===== src/sv/spd_pkg.sv =====
// shared types and constants of the strict priority dispatcher
package spd_pkg;

  // item opcodes
  localparam logic OP_SUBMIT   = 1'b0;
  localparam logic OP_COMPLETE = 1'b1;

  // fixed field widths of the item interfaces
  localparam int unsigned PRIO_FW  = 3;
  localparam int unsigned TAG_FW   = 16;
  localparam int unsigned OUTS_FW  = 8;
  localparam int unsigned CFG_FW   = 4;
  localparam int unsigned IN_DW    = 24;
  localparam int unsigned OUT_DW   = 32;

  // priorities in use after reset
  localparam logic [CFG_FW-1:0] CFG_RESET = 4'd8;

  // result status codes
  typedef enum logic [1:0] {
    ST_OK      = 2'd0,
    ST_FULL    = 2'd1,
    ST_BADPRIO = 2'd2,
    ST_IDLE    = 2'd3
  } status_t;

endpackage


===== src/sv/spd_pick.sv =====
// lowest-numbered non-empty queue picker
module spd_pick import spd_pkg::*; #(
  parameter int unsigned NUM_QUEUES = 8,
  parameter int unsigned PW         = 3
) (
  input  logic [NUM_QUEUES-1:0] nonempty,
  output logic                  found,
  output logic [PW-1:0]         idx
);

  // scan from the least urgent queue down so the most urgent wins
  always_comb begin
    found = 1'b0;
    idx   = '0;
    for (int q = NUM_QUEUES - 1; q >= 0; q--) begin
      if (nonempty[q]) begin
        found = 1'b1;
        idx   = PW'(q);
      end
    end
  end

endmodule


===== src/sv/spd_tag_ram.sv =====
// tag store: one write port, one registered read port
module spd_tag_ram #(
  parameter int unsigned AW = 7,
  parameter int unsigned DW = 16
) (
  input  logic          clk,
  input  logic          we,
  input  logic [AW-1:0] waddr,
  input  logic [DW-1:0] wdata,
  input  logic          re,
  input  logic [AW-1:0] raddr,
  output logic [DW-1:0] rdata
);

  logic [DW-1:0] mem [(1 << AW)];
  logic [DW-1:0] rdata_r;

  // write and read, read data held while no read is issued
  always_ff @(posedge clk) begin
    if (we) begin
      mem[waddr] <= wdata;
    end
    if (re) begin
      rdata_r <= mem[raddr];
    end
  end

  assign rdata = rdata_r;

endmodule


===== src/sv/strict_priority_serial_dispatcher_core.sv =====
// Strict priority serial dispatcher: one tag FIFO per priority, at most one
// task running. The block takes one item per clock cycle while the result side does not stall;
// an item is captured in an input register, processed in a single pass
// against the queue pointers and fill counts, and its result is registered
// in the output register.
// A submit while nothing is outstanding dispatches its own tag directly; a
// completion with tasks left pops the most urgent non-empty queue through
// the registered read port of the tag memory, whose read register supplies the popped tag.
// Stalls on the result side hold the pipeline; no clearing pass is needed
// after reset.
module strict_priority_serial_dispatcher_core import spd_pkg::*; #(
  parameter int unsigned NUM_QUEUES  = 8,
  parameter int unsigned QUEUE_DEPTH = 16,
  parameter int unsigned TAG_WIDTH   = 16
) (
  input  logic              clk,
  input  logic              rst_n,
  // configuration: priorities in use
  input  logic              cfg_valid,
  output logic              cfg_ready,
  input  logic [CFG_FW-1:0] cfg_data,
  // input items
  input  logic              in_tvalid,
  output logic              in_tready,
  input  logic [IN_DW-1:0]  in_tdata,   // priority_req[2:0], task_tag[18:3], zero pad
  input  logic [0:0]        in_tuser,   // opcode[0]
  // result items
  output logic              out_tvalid,
  input  logic              out_tready,
  output logic [OUT_DW-1:0] out_tdata   // dispatched[0], dispatched_tag[16:1],
                                        // dispatched_priority[19:17], status[21:20],
                                        // outstanding[29:22], zero pad
);

  localparam int unsigned PW = (NUM_QUEUES > 1) ? $clog2(NUM_QUEUES) : 1;
  localparam int unsigned QW = $clog2(QUEUE_DEPTH);
  localparam int unsigned FW = $clog2(QUEUE_DEPTH + 1);
  localparam int unsigned CW = $clog2(NUM_QUEUES * QUEUE_DEPTH + 2);
  localparam int unsigned AW = PW + QW;

  function automatic logic [QW-1:0] wrap_next(input logic [QW-1:0] p);
    return (p == QW'(QUEUE_DEPTH - 1)) ? '0 : p + 1'b1;
  endfunction

  // configuration register
  logic [CFG_FW-1:0] prio_lim_r;
  logic [4:0]        limit;

  assign cfg_ready = 1'b1;

  always_ff @(posedge clk) begin
    if (!rst_n) begin
      prio_lim_r <= CFG_RESET;
    end else if (cfg_valid) begin
      prio_lim_r <= cfg_data;
    end
  end

  // effective priority count, clamped to one .. NUM_QUEUES
  always_comb begin
    limit = {1'b0, prio_lim_r};
    if (limit == 5'd0) begin
      limit = 5'd1;
    end else if (limit > 5'(NUM_QUEUES)) begin
      limit = 5'(NUM_QUEUES);
    end
  end

  // input register
  logic                 in_valid_r;
  logic                 op_r;
  logic [PRIO_FW-1:0]   prio_r;
  logic [TAG_WIDTH-1:0] tag_r;
  logic                 advance;
  logic                 out_valid_r;

  assign advance   = in_valid_r && (!out_valid_r || out_tready);
  assign in_tready = !in_valid_r || advance;

  always_ff @(posedge clk) begin
    if (!rst_n) begin
      in_valid_r <= 1'b0;
    end else if (in_tready) begin
      in_valid_r <= in_tvalid;
    end
  end

  always_ff @(posedge clk) begin
    if (in_tvalid && in_tready) begin
      op_r   <= in_tuser[0];
      prio_r <= in_tdata[PRIO_FW-1:0];
      tag_r  <= TAG_WIDTH'(in_tdata[PRIO_FW +: TAG_FW]);
    end
  end

  // queue state
  logic [QW-1:0] head_r [NUM_QUEUES];
  logic [QW-1:0] tail_r [NUM_QUEUES];
  logic [FW-1:0] fill_r [NUM_QUEUES];
  logic [CW-1:0] cnt_r;
  logic [QW-1:0] head_nxt [NUM_QUEUES];
  logic [QW-1:0] tail_nxt [NUM_QUEUES];
  logic [FW-1:0] fill_nxt [NUM_QUEUES];
  logic [CW-1:0] cnt_nxt;

  logic [NUM_QUEUES-1:0] nonempty;
  logic                  pick_found;
  logic [PW-1:0]         pick_idx;

  always_comb begin
    for (int q = 0; q < NUM_QUEUES; q++) begin
      nonempty[q] = (fill_r[q] != '0);
    end
  end

  spd_pick #(
    .NUM_QUEUES (NUM_QUEUES),
    .PW         (PW)
  ) u_pick (
    .nonempty (nonempty),
    .found    (pick_found),
    .idx      (pick_idx)
  );

  // single pass over the item in the input register
  logic          mem_we;
  logic          mem_re;
  logic [AW-1:0] mem_waddr;
  logic [AW-1:0] mem_raddr;
  logic          disp;
  logic          from_mem;
  logic [PW-1:0] dprio;
  status_t       status;
  logic [PW-1:0] pi;

  assign pi = PW'(prio_r);

  always_comb begin
    head_nxt  = head_r;
    tail_nxt  = tail_r;
    fill_nxt  = fill_r;
    cnt_nxt   = cnt_r;
    mem_we    = 1'b0;
    mem_re    = 1'b0;
    mem_waddr = {pi, tail_r[pi]};
    mem_raddr = {pick_idx, head_r[pick_idx]};
    disp      = 1'b0;
    from_mem  = 1'b0;
    dprio     = '0;
    status    = ST_OK;
    if (op_r == OP_SUBMIT) begin
      if ({2'b00, prio_r} >= limit) begin
        status = ST_BADPRIO;
      end else if (fill_r[pi] == FW'(QUEUE_DEPTH)) begin
        status = ST_FULL;
      end else begin
        tail_nxt[pi] = wrap_next(tail_r[pi]);
        cnt_nxt      = cnt_r + 1'b1;
        if (cnt_r == '0) begin
          // all queues empty: the new task starts straight away
          head_nxt[pi] = wrap_next(tail_r[pi]);
          disp         = 1'b1;
          dprio        = pi;
        end else begin
          mem_we       = advance;
          fill_nxt[pi] = fill_r[pi] + 1'b1;
        end
      end
    end else begin
      if (cnt_r == '0) begin
        status = ST_IDLE;
      end else begin
        cnt_nxt = cnt_r - 1'b1;
        if (cnt_r != CW'(1) && pick_found) begin
          // pop the most urgent waiting task
          mem_re             = advance;
          head_nxt[pick_idx] = wrap_next(head_r[pick_idx]);
          fill_nxt[pick_idx] = fill_r[pick_idx] - 1'b1;
          disp               = 1'b1;
          from_mem           = 1'b1;
          dprio              = pick_idx;
        end
      end
    end
  end

  always_ff @(posedge clk) begin
    if (!rst_n) begin
      for (int q = 0; q < NUM_QUEUES; q++) begin
        head_r[q] <= '0;
        tail_r[q] <= '0;
        fill_r[q] <= '0;
      end
      cnt_r <= '0;
    end else if (advance) begin
      head_r <= head_nxt;
      tail_r <= tail_nxt;
      fill_r <= fill_nxt;
      cnt_r  <= cnt_nxt;
    end
  end

  // tag store
  logic [TAG_WIDTH-1:0] mem_rdata;

  spd_tag_ram #(
    .AW (AW),
    .DW (TAG_WIDTH)
  ) u_tag_ram (
    .clk   (clk),
    .we    (mem_we),
    .waddr (mem_waddr),
    .wdata (tag_r),
    .re    (mem_re),
    .raddr (mem_raddr),
    .rdata (mem_rdata)
  );

  // result register
  logic                 out_disp_r;
  logic                 out_mem_r;
  logic [TAG_WIDTH-1:0] out_tag_r;
  logic [PW-1:0]        out_prio_r;
  status_t              out_status_r;
  logic [CW-1:0]        out_cnt_r;
  logic [TAG_FW-1:0]    out_dtag;

  always_ff @(posedge clk) begin
    if (!rst_n) begin
      out_valid_r <= 1'b0;
    end else if (advance) begin
      out_valid_r <= 1'b1;
    end else if (out_tready) begin
      out_valid_r <= 1'b0;
    end
  end

  always_ff @(posedge clk) begin
    if (advance) begin
      out_disp_r   <= disp;
      out_mem_r    <= from_mem;
      out_tag_r    <= tag_r;
      out_prio_r   <= dprio;
      out_status_r <= status;
      out_cnt_r    <= cnt_nxt;
    end
  end

  // popped tags come from the memory read register
  always_comb begin
    if (!out_disp_r) begin
      out_dtag = '0;
    end else if (out_mem_r) begin
      out_dtag = TAG_FW'(mem_rdata);
    end else begin
      out_dtag = TAG_FW'(out_tag_r);
    end
  end

  assign out_tvalid = out_valid_r;
  assign out_tdata  = {2'b00, OUTS_FW'(out_cnt_r), out_status_r,
                       PRIO_FW'(out_prio_r), out_dtag, out_disp_r};

  // checks
  a_one_mem_access: assert property (@(posedge clk) disable iff (!rst_n)
    !(mem_we && mem_re))
    else $error("tag store written and read for one item");

  a_idle_queues_empty: assert property (@(posedge clk) disable iff (!rst_n)
    (cnt_r == '0) |-> (nonempty == '0))
    else $error("queue holds tasks while nothing is outstanding");

  a_no_disp_no_tag: assert property (@(posedge clk) disable iff (!rst_n)
    (out_valid_r && !out_disp_r) |-> (out_dtag == '0 && out_prio_r == '0))
    else $error("tag or priority reported without a dispatch");

  a_pop_finds_task: assert property (@(posedge clk) disable iff (!rst_n)
    (in_valid_r && op_r == OP_COMPLETE && cnt_r > CW'(1)) |-> pick_found)
    else $error("tasks outstanding but every queue empty");

  a_result_follows: assert property (@(posedge clk) disable iff (!rst_n)
    advance |=> out_valid_r)
    else $error("processed item left no result");

endmodule


===== config.mk =====
export PLATFORM = sky130hd
export DESIGN_NAME = strict_priority_serial_dispatcher_core
export DESIGN_NICKNAME = d
export VERILOG_FILES = /design/src/sv/spd_pkg.sv /design/src/sv/spd_pick.sv /design/src/sv/spd_tag_ram.sv /design/src/sv/strict_priority_serial_dispatcher_core.sv
export SDC_FILE = /design/constraint.sdc
export NUM_CORES = 2
export LEC_CHECK = 0
export CORE_MARGIN = 1.5
export CORE_UTILIZATION = 60
export CTS_CLUSTER_SIZE = 20
export DETAILED_ROUTE_END_ITERATION = 16
export DONT_BUFFER_PORTS = 1
export GPL_TIMING_DRIVEN = 1
export PLACE_DENSITY = 0.73
export REMOVE_ABC_BUFFERS = 1
export SLEW_MARGIN = 40
export SYNTH_ARGS = -nofsm -noshare
export SYNTH_HDL_FRONTEND = slang
export SYNTH_HIERARCHICAL = 1
export SYNTH_SLANG_ARGS = --single-unit

===== constraint.sdc =====
create_clock -name clk -period 15.35 [get_ports clk]
set_input_delay 1.535 -clock clk [delete_from_list [all_inputs] [get_ports clk]]
set_output_delay 1.535 -clock clk [all_outputs]
set_load 0.02 [all_outputs]

==> run metrics <==
Reg clk slew, reported paths=0.06 ns; Root Driver=clkbuf_16; CP Max Fanout=63; CP endpoint kind=flop; Mapped Cells=4,085; total CTS buffers=between 200 and 250; asr flop ratio synth=0%; initial antenna violation count=7; post-CTS setup repair buffer count=0; post-route clock period utilization=50.85%; clk_lat worst skew=~0.85 ns; Sink Count=2,233; Routed WL=around 220,000 µm; register area share after synthesis=74.75%; Total GRT Usage=29.56%; HPWL after detailed placement=121,900 µm; final hold slack=0.4665 ns; DRT iter0 DRCs=5,905; most frequent cell after synthesis=edfxtp_1; layout cells sized above 1=~30%; hold path cells=2; Setup crit start kind=flop; #FFs+latches synth=2,233; Syn Area/Cell=~22 µm²; status=complete, no violations; Fmax=128.1 MHz; final cell count without fillers=6,387; routed via count=between 40,000 and 50,000; synth top area cells=edfxtp_1 72%, mux4_2 17%, dfxtp_1 2.7%; GRT overflow=0; RR Endpoint=u_tag_ram/rdata[15]; Power per Cell Area=roughly 130 mW/mm²; Max Cap Viol=0; first-pass GRT wire length=310,200 µm; Post-CTS Hold Buffers=0; via density per instance=slightly below 7; drc violations=0; Worst Reg-to-Reg Cells=19; mapped cell area=0.08813 mm²; Initial Utilization=60.47%; worst hold path type=reg2reg; clk buf depth=3; post-place setup slack=7.579 ns; hold_sp=head_r[8]; FF-to-FF Start=fill_r[15]; Top FF cell, synth=edfxtp_1; die area=~0.15 mm²; Max rail drop VDD=0.1177 mV; Top-Level Pins=69; CTS tree=built; cts repair resizes=0; die height=386.3 µm; Worst Hold Path EP=head_r[8]; gpl congestion=0.9075; RSZ-0062 raised after global routing=false; yosys warns=6; Area Growth Syn to Fin=11.96%; max-slew violations=0; Core Region=0.1457 mm²; Unique masters post-synth=86; Slew HR=a little under two fifths; Post-synth EDFFs=2,115; largest net degree at the start of global routing=roughly 130; # port buffers=0; final setup vio count=0; Post-DRT Antenna Nets=0; H-Tree Depth=4; Die X=around 390 µm; post-layout minimum cycle time=7.806 ns; CP arrival=8.39 ns; Nets=4,327; Worst Skew=about 0.047 ns; top cell type by total area after synthesis=edfxtp_1; Post-Place Cells=5,979; R2R Setup Slk=between 7 and 8 ns; WL/cell=between 30 and 40 µm; top cell type's share of synthesized area=between 70% and 80%; Final Hold Viols=0; Std-Cell Rows=140; Data required, critical path=15.93 ns; most frequent cells after synthesis=2,115 x edfxtp_1, 680 x mux4_2, 227 x nor2_1; LEAKAGE=29.94 nW; WS Path Type=reg2reg; fin worst setup slack=between 7 and 8 ns; iteration count of the initial detailed-routing pass=6; Worst Tran Pin Value=about 0.93 ns; vias in the first global route=between 40,000 and 50,000
-- cells by family (layout without fill, tap and decap cells) --
logic type,after synthesis,in the layout,synth area share [%]
compound gates,275,275,2.361
buf+inv,265,644,1.335
xor+xnor,12,12,0.1363
fa+ha+maj,11,11,0.1562
flops,2233,2233,74.75
other cells,2,8,0.008522
mux,779,779,18.59
simple gates,508,508,2.669
-- stage by stage --
| stage | power (W) | setup TNS, ns | utilization (%) | area, µm² |
|---|---|---|---|---|
| 4_1_cts | 0.01299 | 0 | 67.61 | 98530 |
| 2_1_floorplan | 0.008389 | -2585.24 | - | 87060 |
| 5_1_grt | 0.01328 | 0 | 67.69 | 98650 |
| 6_report | 0.01293 | 0 | 67.70 | 98670 |
| 3_3_place_gp | 0.007785 | 0 | 62.63 | 91280 |
| 3_5_place_dp | 0.007810 | 0 | 62.82 | 91560 |
-- how the worst max path moves through the flow --
| stage | start | to | slack, ns | cells after the start |
|---|---|---|---|---|
| after floorplan | fill_r[29] | head_r[14] | -50.64 | 10 |
| after global placement | fill_r[16] | u_tag_ram/rdata[3] | 7.13 | 16 |
| after detailed placement | fill_r[14] | u_tag_ram/rdata[5] | 7.58 | 19 |
| after CTS | fill_r[15] | u_tag_ram/rdata[5] | 7.50 | 19 |
| after global routing | fill_r[15] | u_tag_ram/rdata[5] | 7.09 | 19 |
| final | fill_r[15] | u_tag_ram/rdata[15] | 7.54 | 19 |
-- sequential cells by signal, summed over array words and instances, names as in the netlist, 4 cells and up --
signal and cells:
fill_r 40, prio_lim_r 4, tag_r 16, out_tag_r 16, u_tag_ram/mem 2048, tail_r 32
u_tag_ram/rdata 16, out_cnt_r 8, cnt_r 8, head_r 32
-- cell type report --
class	instances	area, µm²
sequential	2233	65870
fill	8928	47070
multi-input combinational	1588	21410
clock buffer	256	5575
tap	1917	2399
timing repair buffer	219	1897
clock inverter	142	1403
inverter	27	101.3
antenna	5	12.51
-- report_power, final --
group	internal [W]	total, W	switching (W)
clock	0.00299	0.00524	0.00225
sequential	0.00668	0.00670	0.0000157
combinational	0.000421	0.000993	0.000571
-- worst max-delay path: stages, from the launching register on --
cell      delay [ns]
dfxtp_1         0.36
nor3_1          0.22
nand2_1         0.13
nor2_1          0.09
o21ai_0         0.16
a211oi_4        0.47
buf_4           0.30
buf_4           0.34
nor2b_1         0.65
a221oi_1        0.24
o22ai_4         0.20
buf_12          0.29
buf_16          0.32
buf_4           0.62
buf_12          0.41
buf_16          0.44
mux4_2          0.58
mux4_2          0.61
mux4_2          0.60
mux2_2          0.30
-- cell usage in the layout (no fill, tap or decap), types with 38 or more instances in the layout --
| master | count |
|---|---|
| a21oi_1 | 41 |
| o22ai_1 | 38 |
| o21ai_0 | 40 |
| clkbuf_16 | 216 |
| dfxtp_1 | 118 |
| nor2_2 | 39 |
| buf_4 | 186 |
| nor2_1 | 186 |
| clkinv_2 | 45 |
| nand2_1 | 117 |
| clkbuf_1 | 38 |
| edfxtp_1 | 2115 |
| clkinv_1 | 57 |
| mux2i_1 | 72 |
| mux4_2 | 680 |
-- layer usage --
metal / global-route usage [%] / up-vias / wire length, µm
met4: 8.442 / 6 / 6015
met2: 45.39 / 2648 / 103000
met5: 0 / - / 39
met1: 43.18 / 23400 / 82570
met3: 6.976 / 364 / 25200
li1: - / 17660 / -
Note: power is estimated with default switching activity, not from simulation.
